===== src/design/rch_pkg.sv =====
package rch_pkg;

	// Input coordinate width and fraction bits of the distance.
	localparam int COORD_BITS    = 12;
	localparam int FRACTION_BITS = 4;
	localparam int OUT_BITS      = 18;

	// Box ends and axis gaps: a far edge is left + width, one bit wider.
	localparam int EXT_BITS = COORD_BITS + 1;
	localparam int SQ_BITS  = 2 * EXT_BITS;
	localparam int SUM_BITS = SQ_BITS + 1;

	// Radicand is the squared distance scaled by 2^(2*FRACTION_BITS), padded to even.
	localparam int RAD_BITS  = ((SUM_BITS + 2 * FRACTION_BITS + 1) / 2) * 2;
	localparam int ROOT_BITS = RAD_BITS / 2;
	localparam int REM_BITS  = ROOT_BITS + 2;

	// Square root resolves SQRT_STEP result bits per pipeline stage.
	localparam int SQRT_STEP   = 2;
	localparam int SQRT_STAGES = (ROOT_BITS + SQRT_STEP - 1) / SQRT_STEP;

	// Stages of the corner distance front end, and total latency.
	localparam int FRONT_STAGES = 7;
	localparam int LATENCY      = FRONT_STAGES + SQRT_STAGES;

	typedef logic [COORD_BITS-1:0] coord_t;
	typedef logic [EXT_BITS-1:0]   ext_t;
	typedef logic [SUM_BITS-1:0]   dsq_t;

	// Distance of a point to an interval along one axis; zero on or inside.
	function automatic ext_t axis_gap(input ext_t p, input ext_t lo, input ext_t hi);
		ext_t g;
		if (p < lo) begin
			g = lo - p;
		end else if (p > hi) begin
			g = p - hi;
		end else begin
			g = '0;
		end
		return g;
	endfunction

endpackage


===== src/design/rch_front.sv =====
module rch_front (
	input  logic            clk,
	input  logic            arst_n,
	input  logic            in_vld,
	input  rch_pkg::coord_t left   [2],
	input  rch_pkg::coord_t top    [2],
	input  rch_pkg::coord_t width  [2],
	input  rch_pkg::coord_t height [2],
	output logic            out_vld,
	output rch_pkg::dsq_t   d2
);
	import rch_pkg::*;

	logic [FRONT_STAGES-1:0] vld_q;

	// Indexing: [box or direction][axis: 0 x, 1 y][near or far end]
	ext_t                lo_s1  [2][2];
	ext_t                hi_s1  [2][2];
	ext_t                gap_s2 [2][2][2];
	logic [SQ_BITS-1:0]  sq_s3  [2][2][2];
	dsq_t                sum_s4 [2][4];
	dsq_t                pm_s5  [2][2];
	dsq_t                dm_s6  [2];
	dsq_t                d2_s7;

	always_ff @(posedge clk or negedge arst_n) begin
		if (!arst_n) begin
			vld_q <= '0;
		end else begin
			vld_q <= {vld_q[FRONT_STAGES-2:0], in_vld};
		end
	end

	always_ff @(posedge clk) begin
		// Box ends; far edge inclusive for the gap test.
		for (int b = 0; b < 2; b++) begin
			lo_s1[b][0] <= EXT_BITS'(left[b]);
			lo_s1[b][1] <= EXT_BITS'(top[b]);
			hi_s1[b][0] <= EXT_BITS'(left[b]) + EXT_BITS'(width[b]);
			hi_s1[b][1] <= EXT_BITS'(top[b]) + EXT_BITS'(height[b]);
		end
		// Gaps of the corners of box d to box 1-d.
		for (int d = 0; d < 2; d++) begin
			for (int a = 0; a < 2; a++) begin
				gap_s2[d][a][0] <= axis_gap(lo_s1[d][a], lo_s1[1-d][a], hi_s1[1-d][a]);
				gap_s2[d][a][1] <= axis_gap(hi_s1[d][a], lo_s1[1-d][a], hi_s1[1-d][a]);
			end
		end
		for (int d = 0; d < 2; d++) begin
			for (int a = 0; a < 2; a++) begin
				for (int k = 0; k < 2; k++) begin
					sq_s3[d][a][k] <= SQ_BITS'(gap_s2[d][a][k]) * SQ_BITS'(gap_s2[d][a][k]);
				end
			end
		end
		// Corner c takes x end c[1] and y end c[0].
		for (int d = 0; d < 2; d++) begin
			for (int c = 0; c < 4; c++) begin
				sum_s4[d][c] <= SUM_BITS'(sq_s3[d][0][c/2]) + SUM_BITS'(sq_s3[d][1][c%2]);
			end
		end
		for (int d = 0; d < 2; d++) begin
			for (int h = 0; h < 2; h++) begin
				pm_s5[d][h] <= (sum_s4[d][2*h+1] < sum_s4[d][2*h]) ?
					sum_s4[d][2*h+1] : sum_s4[d][2*h];
			end
			dm_s6[d] <= (pm_s5[d][1] < pm_s5[d][0]) ? pm_s5[d][1] : pm_s5[d][0];
		end
		d2_s7 <= (dm_s6[1] > dm_s6[0]) ? dm_s6[1] : dm_s6[0];
	end

	assign out_vld = vld_q[FRONT_STAGES-1];
	assign d2      = d2_s7;

endmodule


===== config.mk =====
export PLATFORM = sky130hd
export DESIGN_NAME = rch_front
export DESIGN_NICKNAME = d
export VERILOG_FILES = /design/src/design/rch_pkg.sv /design/src/design/rch_front.sv
export SDC_FILE = /design/constraint.sdc
export NUM_CORES = 2
export LEC_CHECK = 0
export BUFFER_PORTS_ARGS = -buffer_cell sky130_fd_sc_hd__buf_4
export CAP_MARGIN = 20
export CORE_ASPECT_RATIO = 1.4
export CORE_UTILIZATION = 30
export CTS_CLUSTER_SIZE = 28
export DETAILED_ROUTE_END_ITERATION = 7
export GPL_TIMING_DRIVEN = 0
export PLACE_DENSITY_LB_ADDON = 0.12
export SLEW_MARGIN = 20
export SYNTH_ARGS = -nofsm -noshare
export SYNTH_HDL_FRONTEND = slang
export SYNTH_SLANG_ARGS = --single-unit

===== constraint.sdc =====
create_clock -name clk -period 5.3 [get_ports clk]
set_input_delay 1.06 -clock clk [delete_from_list [all_inputs] [get_ports clk]]
set_output_delay 1.06 -clock clk [all_outputs]
set_load 0.005 [all_outputs]

==> out/metrics.csv <==
metric,value,unit
multiplexer share of the synthesized area,3.26,%
I/O Buffers,126,
final wirelength,238000,um
DRT iter0 DRCs,1909,
pre-CTS setup slack,-1.45,ns
fin area,0.0912,mm^2
# IOs,127,
most frequent cells in the layout,"inv_1, ha_1, fa_1, dfxtp_1, nand2_1",
Area after DPL,0.0824,mm^2
Cells after Synth,8387,
Synth Area in Compound Gates,11.0,%
Avg Inst Size Synth,9.18,um^2
area delta synth->final,18.5,%
XOR/XNOR share of the synthesized area,5.90,%
CTS root buffer,clkbuf_16,
cts bufs inserted,94,
initial antenna violation count,14,
failing checks,setup timing,
final number of setup-violating endpoints,12,
R2R Path End,sq_s3[1][25]$_DFF_P_,
peak fanout along the critical path,6,
die area,0.259,mm^2
Main synth FF type,dfxtp_1,
CTS sink count,816,
reg2reg path depth,21,
Mapped Area,0.0770,mm^2
first-pass GRT wire length,361000,um
min Tclk post-route,5.43,ns
r2r startpoint,gap_s2[1][4]$_DFF_P_,
critical path class,reg -> reg,
status,"complete, but fails checks",
vias in the first global route,60500,
actual slew at the worst max-slew pin,1.15,ns
critical path arrival,6.01,ns
Async SR Flop Fraction,0.858,%
final HPWL from detailed placement,204000,um
"most common cell after layout, fill and taps aside",inv_1,
PnR worst setup slack,-0.133,ns
post-DR vias/cell,4.57,
Die Width,430,um
type of the most critical hold path,in -> async,
Final period util,103,%
WL/cell,19.4,um
RSZ-0062 raised after global routing,yes,
Die Y,601,um
"EDFF count, synth",0,
GRT Resource Usage Total,18.5,%
Unique masters post-synth,100,
Worst setup EP type,register,
layout cells sized above 1,16.5,%
via count,56000,
drt drc,0,
htree depth,3,
synth warn,0,
nets,10900,
Skew-Pair Late Insertion Delay,0.75,ns
final hold vios,0,
post-synthesis sequential area ratio,21.3,%
Core ar.,0.255,mm^2
Setup crit start kind,register,
WP data required,5.88,ns
CTS tree,built,
Final Skew,0.0714,ns
DR pass1 iterations,5,
gp weighted congestion,0.886,
Adder-Cell Fraction of Synth Area,38.6,%
pin count of the biggest net entering global routing,15,
Post-Syn Nets,10400,
remaining global-route overflow,0,
simple-gate area share of the yosys netlist,9.77,%
largest family of logic cells by synthesized area,adder cells,
# rows,219,
Relative slew margins,22.8,%
Initial Util,30.2,%
Slew Limit Fails,0,
R2R Setup Slk,-0.13,ns
Hold Buf Count CTS,0,
clk slew on worst S/H paths,0.06,ns
FMAX,184,MHz
Max-Cap Viols,0,
post-route antenna net violation count,0,
register bit count reported by yosys,816,
Max clock buf depth,3,
-- kinds of logic (layout without fill, tap and decap cells) --
family,Yosys count,count (layout)
XOR/XNOR,519,519
multiplexers,226,226
flip-flops,816,816
other,1,11
adder cells (fa/ha/maj),1907,1907
buffers and inverters,2081,2620
AO/OA/AOI/OAI,1303,1303
AND/OR/NAND/NOR,1534,1534
-- worst max path at each step --
stage | startpoint | endpoint | slack (ns) | depth (start not counted)
5_1_grt | gap_s2[1][3]$_DFF_P_ | sq_s3[1][25]$_DFF_P_ | -0.33 | 21
4_1_cts | gap_s2[0][48]$_DFF_P_ | sq_s3[0][103]$_DFF_P_ | -0.25 | 25
6_report | gap_s2[1][4]$_DFF_P_ | sq_s3[1][25]$_DFF_P_ | -0.13 | 21
2_1_floorplan | gap_s2[0][14]$_DFF_P_ | sq_s3[0][51]$_DFF_P_ | -0.05 | 21
3_5_place_dp | gap_s2[0][17]$_DFF_P_ | sq_s3[0][50]$_DFF_P_ | -1.45 | 23
3_3_place_gp | gap_s2[0][17]$_DFF_P_ | sq_s3[0][50]$_DFF_P_ | -1.43 | 23
-- through the flow --
| step | utilization, % | instances | setup TNS [ns] | hold slack (ns) |
|---|---|---|---|---|
| after floorplan | - | 8387 | -0.0458 | 0.331 |
| after global placement | 32.3 | 11800 | -55.75 | 0.333 |
| after detailed placement | 32.3 | 11800 | -56.98 | 0.335 |
| after CTS | 35.3 | 12200 | -1.92 | 0.0587 |
| after global routing | 35.8 | 12200 | -5.20 | 0.0871 |
| final | 35.8 | 12300 | -0.787 | 0.131 |
-- synth_stat cells, drive strengths merged, types with 57 or more instances --
cell type     n  area, um^2
a21o        258        1940
a21oi       389        2000
and2        251        1580
clkbuf      156         586
dfxtp       809       16200
fa          777       15600
ha         1130       14100
inv        1894        7110
mux2        199        2240
nand2       555        2080
nand2b       58         370
nand3        57         285
nand4        63         400
nor2        262         991
nor2b       107         677
o21a         66         495
o21ai       280        1420
o21bai       68         514
xnor2       344        3010
xor2        175        1530
-- critical path, cell delays in order, from the launching register on --
cell       delay [ns]
dfxtp_4          0.39
clkbuf_16        0.16
nand2_4          0.06
fa_1             0.47
fa_1             0.51
inv_2            0.04
fa_1             0.52
fa_1             0.54
inv_2            0.05
fa_1             0.53
inv_2            0.05
ha_4             0.21
a21o_1           0.15
a21o_1           0.20
a21oi_2          0.20
nor2_2           0.05
a211o_1          0.24
a221o_1          0.35
a41o_1           0.22
nor3_2           0.13
o21bai_1         0.11
xnor2_1          0.13
-- area by class of cell --
cell class,instances,area [um^2]
Fill cell,26200,164000
Inverter,1894,7140
Sequential cell,816,16700
Clock inverter,58,663
Timing Repair Buffer,375,2940
Tap cell,3315,4150
Multi-Input combinational cell,5490,55000
Buffer,176,2000
Antenna cell,10,25.0
Clock buffer,117,2600
-- metal layers --
metal,routed length (um),up-vias,track usage [%]
met1,91200,27400,19.7
li1,-,27600,-
met4,11400,0,7.83
met3,4720,322,1.47
met2,131000,691,36.6
met5,0,-,0
-- repair_timing --
action	4_1_cts	5_1_grt
pin swaps	208	197
resized for setup	713	263
endpoints found under the setup margin	97	55
buffers inserted	183	69
cloned	1	0
-- state kept, by name (all words and copies together) (netlist names) --
name,count
hi_s1,52
d2,27
sum_s4,216
pm_s5,108
vld_q,7
gap_s2,104
lo_s1,48
sq_s3,200
dm_s6,54
Power is not shown: default switching activity piles up to over one toggle a cycle in this logic, so the estimate is an artifact.
