===== config.mk =====
export PLATFORM = sky130hd
export DESIGN_NAME = rch_sqrt
export DESIGN_NICKNAME = d
export VERILOG_FILES = /design/src/design/rch_pkg.sv /design/src/design/rch_sqrt.sv
export SDC_FILE = /design/constraint.sdc
export NUM_CORES = 1
export LEC_CHECK = 0
export BUFFER_PORTS_ARGS = -buffer_cell sky130_fd_sc_hd__buf_2
export CELL_PAD_IN_SITES_DETAIL_PLACEMENT = 1
export CELL_PAD_IN_SITES_GLOBAL_PLACEMENT = 2
export CORE_MARGIN = 3
export CORE_UTILIZATION = 40
export DETAILED_ROUTE_END_ITERATION = 10
export HOLD_SLACK_MARGIN = 0.03
export PLACE_DENSITY = 0.81
export SYNTH_ARGS = -nofsm -noshare
export SYNTH_HDL_FRONTEND = slang
export SYNTH_SLANG_ARGS = --single-unit
export TNS_END_PERCENT = 10

===== constraint.sdc =====
create_clock -name clk -period 8.1 [get_ports clk]
set_clock_uncertainty 0.1 [all_clocks]
set_input_delay 2.025 -clock clk [delete_from_list [all_inputs] [get_ports clk]]
set_output_delay 2.025 -clock clk [all_outputs]
set_load 0.005 [all_outputs]

===== src/design/rch_pkg.sv =====
package rch_pkg;

	// Input coordinate width and fraction bits of the distance.
	localparam int COORD_BITS    = 12;
	localparam int FRACTION_BITS = 4;
	localparam int OUT_BITS      = 18;

	// Box ends and axis gaps: a far edge is left + width, one bit wider.
	localparam int EXT_BITS = COORD_BITS + 1;
	localparam int SQ_BITS  = 2 * EXT_BITS;
	localparam int SUM_BITS = SQ_BITS + 1;

	// Radicand is the squared distance scaled by 2^(2*FRACTION_BITS), padded to even.
	localparam int RAD_BITS  = ((SUM_BITS + 2 * FRACTION_BITS + 1) / 2) * 2;
	localparam int ROOT_BITS = RAD_BITS / 2;
	localparam int REM_BITS  = ROOT_BITS + 2;

	// Square root resolves SQRT_STEP result bits per pipeline stage.
	localparam int SQRT_STEP   = 2;
	localparam int SQRT_STAGES = (ROOT_BITS + SQRT_STEP - 1) / SQRT_STEP;

	// Stages of the corner distance front end, and total latency.
	localparam int FRONT_STAGES = 7;
	localparam int LATENCY      = FRONT_STAGES + SQRT_STAGES;

	typedef logic [COORD_BITS-1:0] coord_t;
	typedef logic [EXT_BITS-1:0]   ext_t;
	typedef logic [SUM_BITS-1:0]   dsq_t;

	// Distance of a point to an interval along one axis; zero on or inside.
	function automatic ext_t axis_gap(input ext_t p, input ext_t lo, input ext_t hi);
		ext_t g;
		if (p < lo) begin
			g = lo - p;
		end else if (p > hi) begin
			g = p - hi;
		end else begin
			g = '0;
		end
		return g;
	endfunction

endpackage


===== src/design/rch_sqrt.sv =====
module rch_sqrt (
	input  logic                           clk,
	input  logic                           arst_n,
	input  logic                           in_vld,
	input  rch_pkg::dsq_t                  d2,
	output logic                           out_vld,
	output logic [rch_pkg::ROOT_BITS-1:0]  root
);
	import rch_pkg::*;

	logic [SQRT_STAGES-1:0] vld_q;
	logic [REM_BITS-1:0]    rem_s  [SQRT_STAGES];
	logic [ROOT_BITS-1:0]   root_s [SQRT_STAGES];
	logic [RAD_BITS-1:0]    rad_s  [SQRT_STAGES];

	always_ff @(posedge clk or negedge arst_n) begin
		if (!arst_n) begin
			vld_q <= '0;
		end else begin
			vld_q <= {vld_q[SQRT_STAGES-2:0], in_vld};
		end
	end

	for (genvar i = 0; i < SQRT_STAGES; i++) begin : g_stage
		logic [REM_BITS-1:0]  rem_in;
		logic [ROOT_BITS-1:0] root_in;
		logic [RAD_BITS-1:0]  rad_in;
		logic [REM_BITS-1:0]  rem_nx;
		logic [ROOT_BITS-1:0] root_nx;
		logic [RAD_BITS-1:0]  rad_nx;
		logic [REM_BITS-1:0]  trial;

		if (i == 0) begin : g_first
			assign rem_in  = '0;
			assign root_in = '0;
			assign rad_in  = RAD_BITS'(d2) << (2 * FRACTION_BITS);
		end else begin : g_next
			assign rem_in  = rem_s[i-1];
			assign root_in = root_s[i-1];
			assign rad_in  = rad_s[i-1];
		end

		// Bring down two radicand bits, try root*4+1, keep one result bit.
		always_comb begin
			rem_nx  = rem_in;
			root_nx = root_in;
			rad_nx  = rad_in;
			trial   = '0;
			for (int j = 0; j < SQRT_STEP; j++) begin
				if (i * SQRT_STEP + j < ROOT_BITS) begin
					rem_nx = {rem_nx[REM_BITS-3:0], rad_nx[RAD_BITS-1 -: 2]};
					rad_nx = rad_nx << 2;
					trial  = {root_nx, 2'b01};
					if (rem_nx >= trial) begin
						rem_nx  = rem_nx - trial;
						root_nx = {root_nx[ROOT_BITS-2:0], 1'b1};
					end else begin
						root_nx = {root_nx[ROOT_BITS-2:0], 1'b0};
					end
				end
			end
		end

		always_ff @(posedge clk) begin
			rem_s[i]  <= rem_nx;
			root_s[i] <= root_nx;
			rad_s[i]  <= rad_nx;
		end
	end

	assign out_vld = vld_q[SQRT_STAGES-1];
	assign root    = root_s[SQRT_STAGES-1];

endmodule

==> results.sh <==
export IMPL_status="finished clean"
export IMPL_synth_distinct_cells=87
export IMPL_multi_input_area_um2=10700
export IMPL_grt_ovfl_total=0
export IMPL_min_path_type="reg2reg"
export IMPL_dieArea_um2=46900
export IMPL_synth_warnings=0
export IMPL_finalHoldViolCount=0
export IMPL_viasPerCell=5.35
export IMPL_ctsResizeCount=0
export IMPL_ff_latch_area_um2=6310
export IMPL_clk_pin_slew_worst_paths_ns=0.06
export IMPL_cts_buffers_inserted=37
export IMPL_critPathRequiredTime_ns=8.43
export IMPL_rsz0062_at_grt="false"
export IMPL_synth_async_reset_ratio_pct=2.88
export IMPL_critPathMaxFanout=21
export IMPL_placedInstanceArea_um2=18600
export IMPL_area_growth_pct=12.5
export IMPL_grt_start_max_net_pins=27
export IMPL_synth_avg_cell_area_um2=8.76
export IMPL_drc_errors=0
export IMPL_synth_nets=2233
export IMPL_dp_hpwl_mm=39.8
export IMPL_setup_tns_ns=0
export IMPL_cp_start_kind="flop"
export IMPL_powerDensity_nw_per_um2=380
export IMPL_criticalPathCategory="reg2reg"
export IMPL_grt_pass1_vias=15000
export IMPL_drt_iter0_drc=641
export IMPL_cts_hold_buf=0
export IMPL_clkSinkCount=313
export IMPL_final_util_pct=45.9
export IMPL_gp_congestion=0.876
export IMPL_drive_gt1_share_pct=9.11
export IMPL_slew_violations=0
export IMPL_fp_row_count=76
export IMPL_synth_edff_count=0
export IMPL_routedWlPerCell_um=18.4
export IMPL_critPathTopFamily="compound AO/OA/AOI/OAI gates"
export IMPL_cpMaxStageDelayCell="a2111oi_2"
export IMPL_pre_cts_slack_ns=1.64
export IMPL_antenna_found_initial=1
export IMPL_worstPathArrival_ns=6.96
export IMPL_netlist_instances=2025
export IMPL_io_buffers=48
export IMPL_path_cells="inv_1 > ha_1 > inv_1 > fa_1 > nor2b_1 > o21a_1 > o21ai_0 > a21oi_1 > o31ai_1 > nand4_1 > buf_4 > mux2_2 > ha_1 > a21oi_1 > o21bai_1 > a2111oi_2 > o31ai_1 > o41a_1 > and4_1 > a2111oi_2 > nand2_2 > or2_1 > mux2_1"
export IMPL_final_fill_count=5127
export IMPL_cts_root_buf="clkbuf_16"
export IMPL_cap_violations=0
export IMPL_cts_htree_levels=2
export IMPL_setup_ws_ns=1.47
export IMPL_ir_drop_v=0.000200
export IMPL_fin_crit_ns=6.63
export IMPL_clockBufferDepth=3
export IMPL_ant_nets=0
export IMPL_end_kind="flop"
export IMPL_final_area_um2=20000
export IMPL_synth_main_ff_cell="dfxtp_1"
export IMPL_tritoncts="yes"
export IMPL_clkLatencyLatePin_ns=0.54
export IMPL_synth_area_um2=17700
export IMPL_fin_crit_sh_pct=81.9
export IMPL_grt_pass1_wl_mm=80.5
export IMPL_cp_num_buf_inv=3
export IMPL_dieWidth_um=217
export IMPL_initial_utilization_pct=40.8
export IMPL_core_um2=43500
export IMPL_io_pins=49
export IMPL_routed_wl_mm=49.6
export IMPL_slew_limit_headroom_pct=35.6
export IMPL_synth_seq_cells=313
export IMPL_die_height_um=217
export IMPL_worst_pin_slew_ns=0.961
export IMPL_cp_slowest_stage_delay_ns=0.55
export IMPL_p_leak_nw=9.23
export IMPL_setup_violations=0
export IMPL_n_antenna_cell=0
export IMPL_grt_use_total_pct=21.2
export IMPL_postCtsSetupRepairBufs=0
export IMPL_ys_seq_area_share_pct=35.6
export IMPL_vias=14400
export IMPL_firstDrtPassIters=5
export IMPL_nets=2288
export IMPL_fmax_mhz=151
through the flow:
stage | hold slack [ns] | cells | power (W)
2_1_floorplan | 0.210 | 2025 | 0.00483
3_3_place_gp | 0.211 | 2626 | 0.00574
3_5_place_dp | 0.213 | 2626 | 0.00582
4_1_cts | 0.223 | 2693 | 0.00765
5_1_grt | 0.222 | 2693 | 0.00818
6_report | 0.222 | 2693 | 0.00758
cell usage in the layout (no fill, tap or decap), drive strengths merged, types with 62 or more instances in the layout:
| cell type | netlist | routed |
|---|---|---|
| xnor2 | 118 | 118 |
| inv | 160 | 164 |
| a21oi | 161 | 161 |
| xor2 | 67 | 67 |
| nor3 | 62 | 62 |
| ha | 176 | 176 |
| o21ai | 108 | 108 |
| nand2 | 132 | 132 |
| dfxtp | 304 | 304 |
| nor2 | 163 | 163 |
final cells by class:
type	count	share of cell area [%]
clock inverters	17	1.05
multi-input cells	1514	53.6
well taps	585	3.67
flip-flops and latches	313	31.6
repair buffers	54	1.43
inverters	160	3.01
clock buffers	50	5.60
registers in the layout, summed over array words and instances, names as in the netlist:
name,flops
rem_s,130
root_s,90
rad_s,84
vld_q,9
metal layers:
layer	routed length, um	global-route usage [%]	part of all wire, %
met5	0	0	0
met4	1210	6.15	2.4
met2	24400	37.7	49
met1	22800	26.9	46
met3	1180	2.51	2.4
worst register-to-register path, stage by stage (launching register included):
cell and delay, ns:
dfxtp_1 0.34, inv_1 0.07, ha_1 0.21, inv_1 0.07
fa_1 0.21, nor2b_1 0.06, o21a_1 0.18, o21ai_0 0.26
a21oi_1 0.13, o31ai_1 0.52, nand4_1 0.17, buf_4 0.26
mux2_2 0.32, ha_1 0.27, a21oi_1 0.21, o21bai_1 0.16
a2111oi_2 0.55, o31ai_1 0.24, o41a_1 0.40, and4_1 0.23
a2111oi_2 0.46, nand2_2 0.22, or2_1 0.48, mux2_1 0.41
Yosys cell counts (all sizes together), types with 7 or more instances:
cell type | instances | area (um^2)
dfxtp | 304 | 6090
ha | 176 | 2200
nor2 | 163 | 612
a21oi | 161 | 806
inv | 160 | 601
nand2 | 132 | 498
xnor2 | 118 | 1030
o21ai | 108 | 541
xor2 | 67 | 587
nor3 | 62 | 322
a21o | 48 | 360
nand3 | 44 | 233
mux2 | 36 | 409
clkbuf | 28 | 105
nor2b | 27 | 169
nand4 | 26 | 163
nand2b | 20 | 125
nor4 | 20 | 138
o21a | 19 | 143
a211oi | 18 | 135
a31oi | 18 | 113
mux2i | 18 | 180
o31ai | 17 | 128
and3 | 16 | 100
o21bai | 15 | 113
or3 | 15 | 98.8
and2 | 14 | 87.6
o211ai | 12 | 90.1
or2 | 12 | 75.1
buf | 10 | 55.1
a21boi | 9 | 67.6
dfrtp | 9 | 225
a2111oi | 8 | 108
nand3b | 8 | 60.1
a211o | 7 | 61.3
nor3b | 7 | 52.6
or4 | 7 | 56.3
logic make-up after synthesis:
logic type | Yosys count | share of synthesized area [%]
and+or+nand+nor | 599 | 17.1
buffers and inverters | 198 | 4.29
muxes | 54 | 3.32
DFF | 313 | 35.6
xor gates and xnor gates | 185 | 9.13
AOI/OAI and AO/OA | 498 | 17.9
adders and majority gates | 178 | 12.6
where the power goes:
part	internal, W	switching [W]
Clock	0.00110	0.000673
Combinational	0.00150	0.00210
Sequential	0.00191	0.000297
Total	0.00452	0.00307
worst paths after layout:
kind | slack, ns | startpoint | to | depth (start not counted)
min | 0.22 | rad_s[0][24] | rad_s[0][60] | 0
max in group asynchronous | 6.51 | arst_n | vld_q[0] | 1
max | 1.47 | root_s[3][0] | rem_s[0][153] | 23
max reg2reg | 1.47 | root_s[3][0] | rem_s[0][153] | 23
min in group asynchronous | 1.22 | arst_n | vld_q[2] | 1
min reg2reg | 0.22 | rad_s[0][24] | rad_s[0][60] | 0
(Power assumes the default switching activity.)
